--- src/rtl/scbd_pkg.sv ---
package scbd_pkg;

  localparam logic [7:0] CH_HASH = 8'h23;
  localparam logic [7:0] CH_CR = 8'h0D;
  localparam logic [7:0] CH_PRINT_LO = 8'd32;
  localparam logic [7:0] CH_PRINT_HI = 8'd126;

  localparam logic [7:0] CMD_RELAYS_ON = 8'h4C;
  localparam logic [7:0] CMD_RELAYS_OFF = 8'h6C;
  localparam logic [7:0] CMD_RELAY1_ON = 8'h45;
  localparam logic [7:0] CMD_RELAY1_OFF = 8'h65;
  localparam logic [7:0] CMD_RELAY2_ON = 8'h46;
  localparam logic [7:0] CMD_RELAY2_OFF = 8'h66;
  localparam logic [7:0] CMD_BUZZER_ON = 8'h47;
  localparam logic [7:0] CMD_BUZZER_OFF = 8'h67;
  localparam logic [7:0] CMD_LED1_ON = 8'h41;
  localparam logic [7:0] CMD_LED1_OFF = 8'h61;
  localparam logic [7:0] CMD_LED2_ON = 8'h42;
  localparam logic [7:0] CMD_LED2_OFF = 8'h62;
  localparam logic [7:0] CMD_LED3_ON = 8'h43;
  localparam logic [7:0] CMD_LED3_OFF = 8'h63;
  localparam logic [7:0] CMD_LED4_ON = 8'h44;
  localparam logic [7:0] CMD_LED4_OFF = 8'h64;

  localparam logic [2:0] DIGITS_IDLE = 3'd0;
  localparam logic [2:0] DIGIT_FIRST = 3'd1;
  localparam logic [2:0] DIGIT_LAST = 3'd6;

  typedef struct packed {
    logic [7:0] red_level;
    logic [7:0] green_level;
    logic [7:0] blue_level;
    logic       color_updated;
    logic [1:0] relay_bits;
    logic       buzzer_on;
    logic [3:0] led_bits;
    logic       text_write;
    logic [4:0] text_pos;
    logic [7:0] text_char;
    logic       line_done;
  } result_t;

  function automatic logic [3:0] hex_value(input logic [7:0] ch);
    logic [3:0] v;
    v = 4'd0;
    if (ch >= 8'h30 && ch <= 8'h39) v = 4'(ch - 8'h30);
    else if (ch >= 8'h41 && ch <= 8'h46) v = 4'(ch - 8'h37);
    else if (ch >= 8'h61 && ch <= 8'h66) v = 4'(ch - 8'h57);
    return v;
  endfunction

endpackage

--- src/rtl/serial_command_byte_decoder_top.sv ---
// Each result is registered in the output register, or in the skid entry while the output is held.
// Throughput: one byte per cycle while in_stall is low; a two-entry output
// buffer lets a byte be taken while one result is still waiting.
// Reset (synchronous, active high) clears the color command, the levels, the
// text count, relays, buzzer and LEDs, and empties the output buffer.
module serial_command_byte_decoder_top #(
  parameter int TEXT_MAX = 20
) (
  input  logic       clk,
  input  logic       rst,
  input  logic       in_valid,
  output logic       in_stall,
  input  logic [7:0] rx_byte,
  input  logic       leds_locked,
  output logic       out_valid,
  input  logic       out_stall,
  output logic [7:0] red_level,
  output logic [7:0] green_level,
  output logic [7:0] blue_level,
  output logic       color_updated,
  output logic [1:0] relay_bits,
  output logic       buzzer_on,
  output logic [3:0] led_bits,
  output logic       text_write,
  output logic [4:0] text_pos,
  output logic [7:0] text_char,
  output logic       line_done
);
  import scbd_pkg::*;

  localparam logic [8:0] TextLimit = 9'(TEXT_MAX);

  logic [2:0] digit_count, digit_count_next;
  logic [3:0] nibbles [5];
  logic       nibble_we;
  logic [2:0] nibble_idx;
  logic [3:0] digit_val;
  logic [7:0] levels [3];
  logic [7:0] levels_next [3];
  logic [4:0] text_count, text_count_next;
  logic [1:0] relays, relays_next;
  logic       buzzer, buzzer_next;
  logic [3:0] leds, leds_next;

  result_t    res_new, res_out, res_skid;
  logic       skid_full;
  logic       in_fire;

  assign in_stall = skid_full;
  assign in_fire = in_valid && !skid_full;

  always_comb begin
    digit_count_next = digit_count;
    levels_next = levels;
    text_count_next = text_count;
    relays_next = relays;
    buzzer_next = buzzer;
    leds_next = leds;
    nibble_we = 1'b0;
    nibble_idx = digit_count - 3'd1;
    digit_val = hex_value(rx_byte);
    res_new = '0;

    priority if (rx_byte == CH_HASH) begin
      digit_count_next = DIGIT_FIRST;
    end else if (digit_count != DIGITS_IDLE) begin
      if (digit_count == DIGIT_LAST) begin
        levels_next[0] = {nibbles[0], nibbles[1]};
        levels_next[1] = {nibbles[2], nibbles[3]};
        levels_next[2] = {nibbles[4], digit_val};
        digit_count_next = DIGITS_IDLE;
        res_new.color_updated = 1'b1;
      end else begin
        nibble_we = 1'b1;
        digit_count_next = digit_count + 3'd1;
      end
    end else if (rx_byte == CH_CR) begin
      res_new.line_done = 1'b1;
      res_new.text_pos = text_count;
      text_count_next = '0;
    end else if (rx_byte >= CH_PRINT_LO && rx_byte <= CH_PRINT_HI &&
                 {4'd0, text_count} < TextLimit) begin
      res_new.text_write = 1'b1;
      res_new.text_pos = text_count;
      res_new.text_char = rx_byte;
      text_count_next = text_count + 5'd1;
    end else begin
      unique case (rx_byte)
        CMD_RELAYS_ON:  relays_next = 2'b11;
        CMD_RELAYS_OFF: relays_next = 2'b00;
        CMD_RELAY1_ON:  relays_next = relays | 2'b01;
        CMD_RELAY1_OFF: relays_next = relays & 2'b10;
        CMD_RELAY2_ON:  relays_next = relays | 2'b10;
        CMD_RELAY2_OFF: relays_next = relays & 2'b01;
        CMD_BUZZER_ON:  buzzer_next = 1'b1;
        CMD_BUZZER_OFF: buzzer_next = 1'b0;
        default: ;
      endcase
      if (!leds_locked) begin
        unique case (rx_byte)
          CMD_LED1_ON:  leds_next = leds | 4'b0001;
          CMD_LED1_OFF: leds_next = leds & 4'b1110;
          CMD_LED2_ON:  leds_next = leds | 4'b0010;
          CMD_LED2_OFF: leds_next = leds & 4'b1101;
          CMD_LED3_ON:  leds_next = leds | 4'b0100;
          CMD_LED3_OFF: leds_next = leds & 4'b1011;
          CMD_LED4_ON:  leds_next = leds | 4'b1000;
          CMD_LED4_OFF: leds_next = leds & 4'b0111;
          default: ;
        endcase
      end
    end

    res_new.red_level = levels_next[0];
    res_new.green_level = levels_next[1];
    res_new.blue_level = levels_next[2];
    res_new.relay_bits = relays_next;
    res_new.buzzer_on = buzzer_next;
    res_new.led_bits = leds_next;
  end

  always_ff @(posedge clk) begin
    if (rst) begin
      digit_count <= DIGITS_IDLE;
      levels <= '{default: 8'd0};
      text_count <= '0;
      relays <= '0;
      buzzer <= 1'b0;
      leds <= '0;
    end else if (in_fire) begin
      digit_count <= digit_count_next;
      levels <= levels_next;
      text_count <= text_count_next;
      relays <= relays_next;
      buzzer <= buzzer_next;
      leds <= leds_next;
    end
  end

  always_ff @(posedge clk) begin
    if (in_fire && nibble_we) begin
      nibbles[nibble_idx] <= digit_val;
    end
  end

  // The skid entry fills only when a transfer arrives while the output is held.
  always_ff @(posedge clk) begin
    if (rst) begin
      out_valid <= 1'b0;
      skid_full <= 1'b0;
    end else if (!out_valid || !out_stall) begin
      if (skid_full) begin
        out_valid <= 1'b1;
        skid_full <= 1'b0;
      end else begin
        out_valid <= in_fire;
      end
    end else if (in_fire) begin
      skid_full <= 1'b1;
    end
  end

  always_ff @(posedge clk) begin
    if (!out_valid || !out_stall) begin
      if (skid_full) begin
        res_out <= res_skid;
      end else if (in_fire) begin
        res_out <= res_new;
      end
    end else if (in_fire) begin
      res_skid <= res_new;
    end
  end

  assign red_level = res_out.red_level;
  assign green_level = res_out.green_level;
  assign blue_level = res_out.blue_level;
  assign color_updated = res_out.color_updated;
  assign relay_bits = res_out.relay_bits;
  assign buzzer_on = res_out.buzzer_on;
  assign led_bits = res_out.led_bits;
  assign text_write = res_out.text_write;
  assign text_pos = res_out.text_pos;
  assign text_char = res_out.text_char;
  assign line_done = res_out.line_done;

endmodule

--- config.mk ---
export PLATFORM = sky130hd
export DESIGN_NAME = serial_command_byte_decoder_top
export DESIGN_NICKNAME = d
export VERILOG_FILES = /design/src/rtl/scbd_pkg.sv /design/src/rtl/serial_command_byte_decoder_top.sv
export SDC_FILE = /design/constraint.sdc
export NUM_CORES = 1
export LEC_CHECK = 0
export ABC_AREA = 1
export BUFFER_PORTS_ARGS = -buffer_cell sky130_fd_sc_hd__buf_2
export CORE_MARGIN = 4
export CORE_UTILIZATION = 45
export DETAILED_ROUTE_END_ITERATION = 10
export PLACE_DENSITY = 0.66
export SYNTH_ARGS = -nofsm -noshare
export SYNTH_HDL_FRONTEND = slang
export SYNTH_SLANG_ARGS = --single-unit
--- constraint.sdc ---
create_clock -name clk -period 12.6 [get_ports clk]
set_clock_uncertainty 0.05 [all_clocks]
set_input_delay 3.15 -clock clk [delete_from_list [all_inputs] [get_ports clk]]
set_output_delay 3.15 -clock clk [all_outputs]
set_load 0.05 [all_outputs]
==> results.rst <==
.. list-table::
   :header-rows: 1

   * - Metric
     - Value
   * - Height of the die
     - between 100 and 150 microns
   * - Total GRT Usage
     - ~16%
   * - H-Tree Level Count
     - 4
   * - Wirelength per Cell
     - between 10 and 15 microns
   * - Top achievable clock speed
     - roughly 0.18 GHz
   * - Hold WS
     - about 450 ps
   * - Total Wirelength
     - between 10000 and 15000 microns
   * - Number of rows created at floorplan
     - 45
   * - Total number of vias
     - between 4k and 5k
   * - Crit share post-route
     - around 44%
   * - Relative max-transition margin
     - between 50% and 60%
   * - Max IR drop VDD
     - around 0.0001 V
   * - Final Wtd Congestion
     - about 0.89
   * - Clock latency of the later-clocked register in the worst-skew pair
     - roughly 420 ps
   * - Leading register cell type out of synthesis
     - sky130_fd_sc_hd__edfxtp_1
   * - Setup slack after layout
     - 7000 ps
   * - Portion of the post-synthesis area used by sequential elements
     - between 60% and 70%
   * - Antenna Violating Nets Remaining
     - 0
   * - TritonCTS buffer count
     - 17
   * - Actual slew at the worst max-slew pin
     - about 720 ps
   * - Count of flip-flops with a built-in enable after synthesis
     - around 110
   * - Endpoint type of the worst setup path
     - flip-flop
   * - Sinks on Clock Net
     - roughly 160
   * - Clock slew seen by the registers of the worst setup and hold paths
     - approximately 60 ps
   * - Number of failing setup endpoints in the final timing report
     - 0
   * - Result of the run
     - complete, no violations
   * - Critical path data arrival time
     - 5610 ps
   * - Share of async-settable or async-resettable flops after synthesis
     - 0%
   * - Hold-fix buffers at CTS
     - 0
   * - Core area
     - approximately 15000 sq um
   * - Cell taking the most area after synthesis
     - sky130_fd_sc_hd__edfxtp_1
   * - Fin. max-slew vios
     - 0
   * - Max-cap viol count
     - 0
   * - DP HPWL
     - ~9000 microns
   * - Area delta synth->final
     - 15.4%
   * - Critical path launch point type
     - primary input
   * - Leakage dissipation
     - roughly 3.6 nW
   * - Syn nets
     - 775
   * - Setup repair bufs after CTS
     - 0
   * - Crit Path Class
     - in2reg
   * - Clk root buf
     - sky130_fd_sc_hd__clkbuf_16
   * - Total power divided by cell area
     - approximately 160 nW/um^2
   * - ANT cells
     - 0
   * - Cell with the most instances after synthesis
     - sky130_fd_sc_hd__nand2_1
   * - Global route overflow
     - 0
   * - Power, Total
     - between 1 and 1.5 mW
   * - Setup repair after global routing missed its margin
     - no
   * - # DRC
     - 0
   * - Post-CTS resize count
     - 0
   * - Flop and latch count out of synthesis
     - ~160
   * - Proportion of netlist area held by the largest area contributor
     - 48.7%
   * - Pin count of the biggest net entering global routing
     - 53
   * - CP Max Fanout
     - 39
   * - # nets final
     - between 800 and 900
   * - GRT Max-Usage Layer
     - met1
   * - Setup TNS
     - 0 ps
   * - Crit path launch
     - in_valid
   * - Number of synthesis warnings
     - 0
   * - Detailed Route Iter0 Violations
     - between 200 and 300
   * - I/O Buffers
     - 61
   * - Fin area
     - about 8100 sq um
   * - Initial Util
     - between 40% and 50%
   * - Cell variety after synth
     - 34
   * - Vias in the first global route
     - about 4.6k
   * - Shortest clock period the worst path allows after layout
     - roughly 5600 ps
   * - Count of mapped cells out of synthesis
     - 752
   * - Source of the worst hold timing path
     - res_skid[8]$_DFFE_PP_
   * - Initial antenna violation count
     - 0
   * - Main area contributors after synthesis
     - sky130_fd_sc_hd__edfxtp_1 (49%), sky130_fd_sc_hd__nand2_1 (12%), sky130_fd_sc_hd__dfxtp_1 (12%)
   * - Met3 Track Usage GR
     - roughly 3.9%
   * - Placement-stage cell area
     - approximately 7500 sq um
   * - Clock Path Buffers
     - 2
   * - Critical Path RT
     - ~13000 ps
   * - Met1 track utilization from global routing
     - between 20% and 30%
   * - Horizontal die dimension
     - ~130 microns
   * - Class of the tightest hold or removal check
     - reg2reg
   * - Final Hold Fails
     - 0
   * - Die area
     - between 15000 and 20000 sq um
   * - Global routing usage on met2
     - 23.0%
   * - Most numerous cell types in the synthesized netlist
     - sky130_fd_sc_hd__nand2_1 (231), sky130_fd_sc_hd__edfxtp_1 (114), sky130_fd_sc_hd__inv_1 (92)
   * - I/O pin count
     - 62
   * - Wire length of the first global-routing pass
     - 23200 microns
   * - Ratio of cells with drive above 1 in the final layout
     - 17.2%
   * - Drt via density
     - between 4 and 5
   * - Syn Area/Cell
     - 9.34 sq um
   * - Synthesized area
     - roughly 7000 sq um
   * - Worst-case setup slack after placement
     - 6510 ps
   * - CTS tree
     - done
   * - Number of detailed-route iterations in the first pass
     - 4
   * - Launching point of the worst reg2reg path
     - in_stall$_SDFFE_PP0P_
-- stage by stage --
step	utilization, %	instances
after floorplan	-	752
after global placement	49.2	1003
after detailed placement	49.2	1003
after CTS	53.1	1035
after global routing	53.1	1035
final	53.1	1035
-- state kept, by name, summed over array words and instances (netlist names), 8 cells and up --
name,count
res_skid,47
levels,24
nibbles,20
blue_level,8
green_level,8
red_level,8
text_char,8
-- layer usage --
metal	up-vias	part of all wire, %
li1	2565	-
met1	2186	52
met2	110	41
met3	23	5.3
met4	0	2.0
met5	-	0
-- path summary, 6_finish.rpt --
check / to / depth (start not counted) / slack [ps]
worst max-delay path: res_skid[36]$_DFFE_PP_ / 7 / 7000
worst min-delay path: text_char[7]$_DFFE_PP_ / 2 / 450
worst max register to register: res_skid[36]$_DFFE_PP_ / 6 / 9190
worst min register to register: text_char[7]$_DFFE_PP_ / 2 / 450
-- power by group --
| group | switching (mW) | internal (mW) | leakage, nW | total, mW |
|---|---|---|---|---|
| Sequential | 0.00774 | 0.579 | 1.44 | 0.587 |
| Combinational | 0.119 | 0.0374 | 1.87 | 0.157 |
| Clock | 0.207 | 0.313 | 0.284 | 0.520 |
-- cell families after synthesis --
group / synth area share, %
and+or+nand+nor: 21.4
DFF: 60.4
buffers and inverters: 7.44
AOI/OAI and AO/OA: 8.64
adders and majority gates: 1.78
xor gates and xnor gates: 0.249
other: 0.0534
-- worst max-delay path, cell delays in order --
cell and delay, ps:
sky130_fd_sc_hd__buf_2 100, sky130_fd_sc_hd__inv_1 60, sky130_fd_sc_hd__nor2_4 450, sky130_fd_sc_hd__clkinv_1 620
sky130_fd_sc_hd__buf_4 430, sky130_fd_sc_hd__nor2_4 250, sky130_fd_sc_hd__buf_4 510
-- cell type report --
class                           count  area (sq um)
Clock inverter                     13           168
Tap cell                          211           264
Multi-Input combinational cell    472          2280
Sequential cell                   155          4250
Timing Repair Buffer               66           343
Inverter                           99           374
Clock buffer                       19           433
Fill cell                        1398          7150
-- cells in the final DEF, fill, tap and decap left out, types with 2 or more instances in the layout --
cell                         count
sky130_fd_sc_hd__a21oi_1        32
sky130_fd_sc_hd__a21oi_4         2
sky130_fd_sc_hd__a31oi_1         3
sky130_fd_sc_hd__buf_2          61
sky130_fd_sc_hd__buf_4           5
sky130_fd_sc_hd__bufinv_16       3
sky130_fd_sc_hd__clkbuf_1        2
sky130_fd_sc_hd__clkbuf_16      17
sky130_fd_sc_hd__clkinv_1        3
sky130_fd_sc_hd__clkinv_4        2
sky130_fd_sc_hd__clkinvlp_4      3
sky130_fd_sc_hd__dfxtp_1        40
sky130_fd_sc_hd__edfxtp_1      114
sky130_fd_sc_hd__ha_1           10
sky130_fd_sc_hd__inv_1          92
sky130_fd_sc_hd__inv_2           4
sky130_fd_sc_hd__inv_6           2
sky130_fd_sc_hd__nand2_1       231
sky130_fd_sc_hd__nand2_2         4
sky130_fd_sc_hd__nand2_4         3
sky130_fd_sc_hd__nand3_1        29
sky130_fd_sc_hd__nand3_2         3
sky130_fd_sc_hd__nand4_1         6
sky130_fd_sc_hd__nor2_1         60
sky130_fd_sc_hd__nor2_2          4
sky130_fd_sc_hd__nor2_4          3
sky130_fd_sc_hd__nor3_1         12
sky130_fd_sc_hd__nor4_1          2
sky130_fd_sc_hd__o211ai_1        3
sky130_fd_sc_hd__o21ai_0        15
sky130_fd_sc_hd__o21ai_1        25
sky130_fd_sc_hd__o21ai_2        21
(Power assumes the default switching activity.)
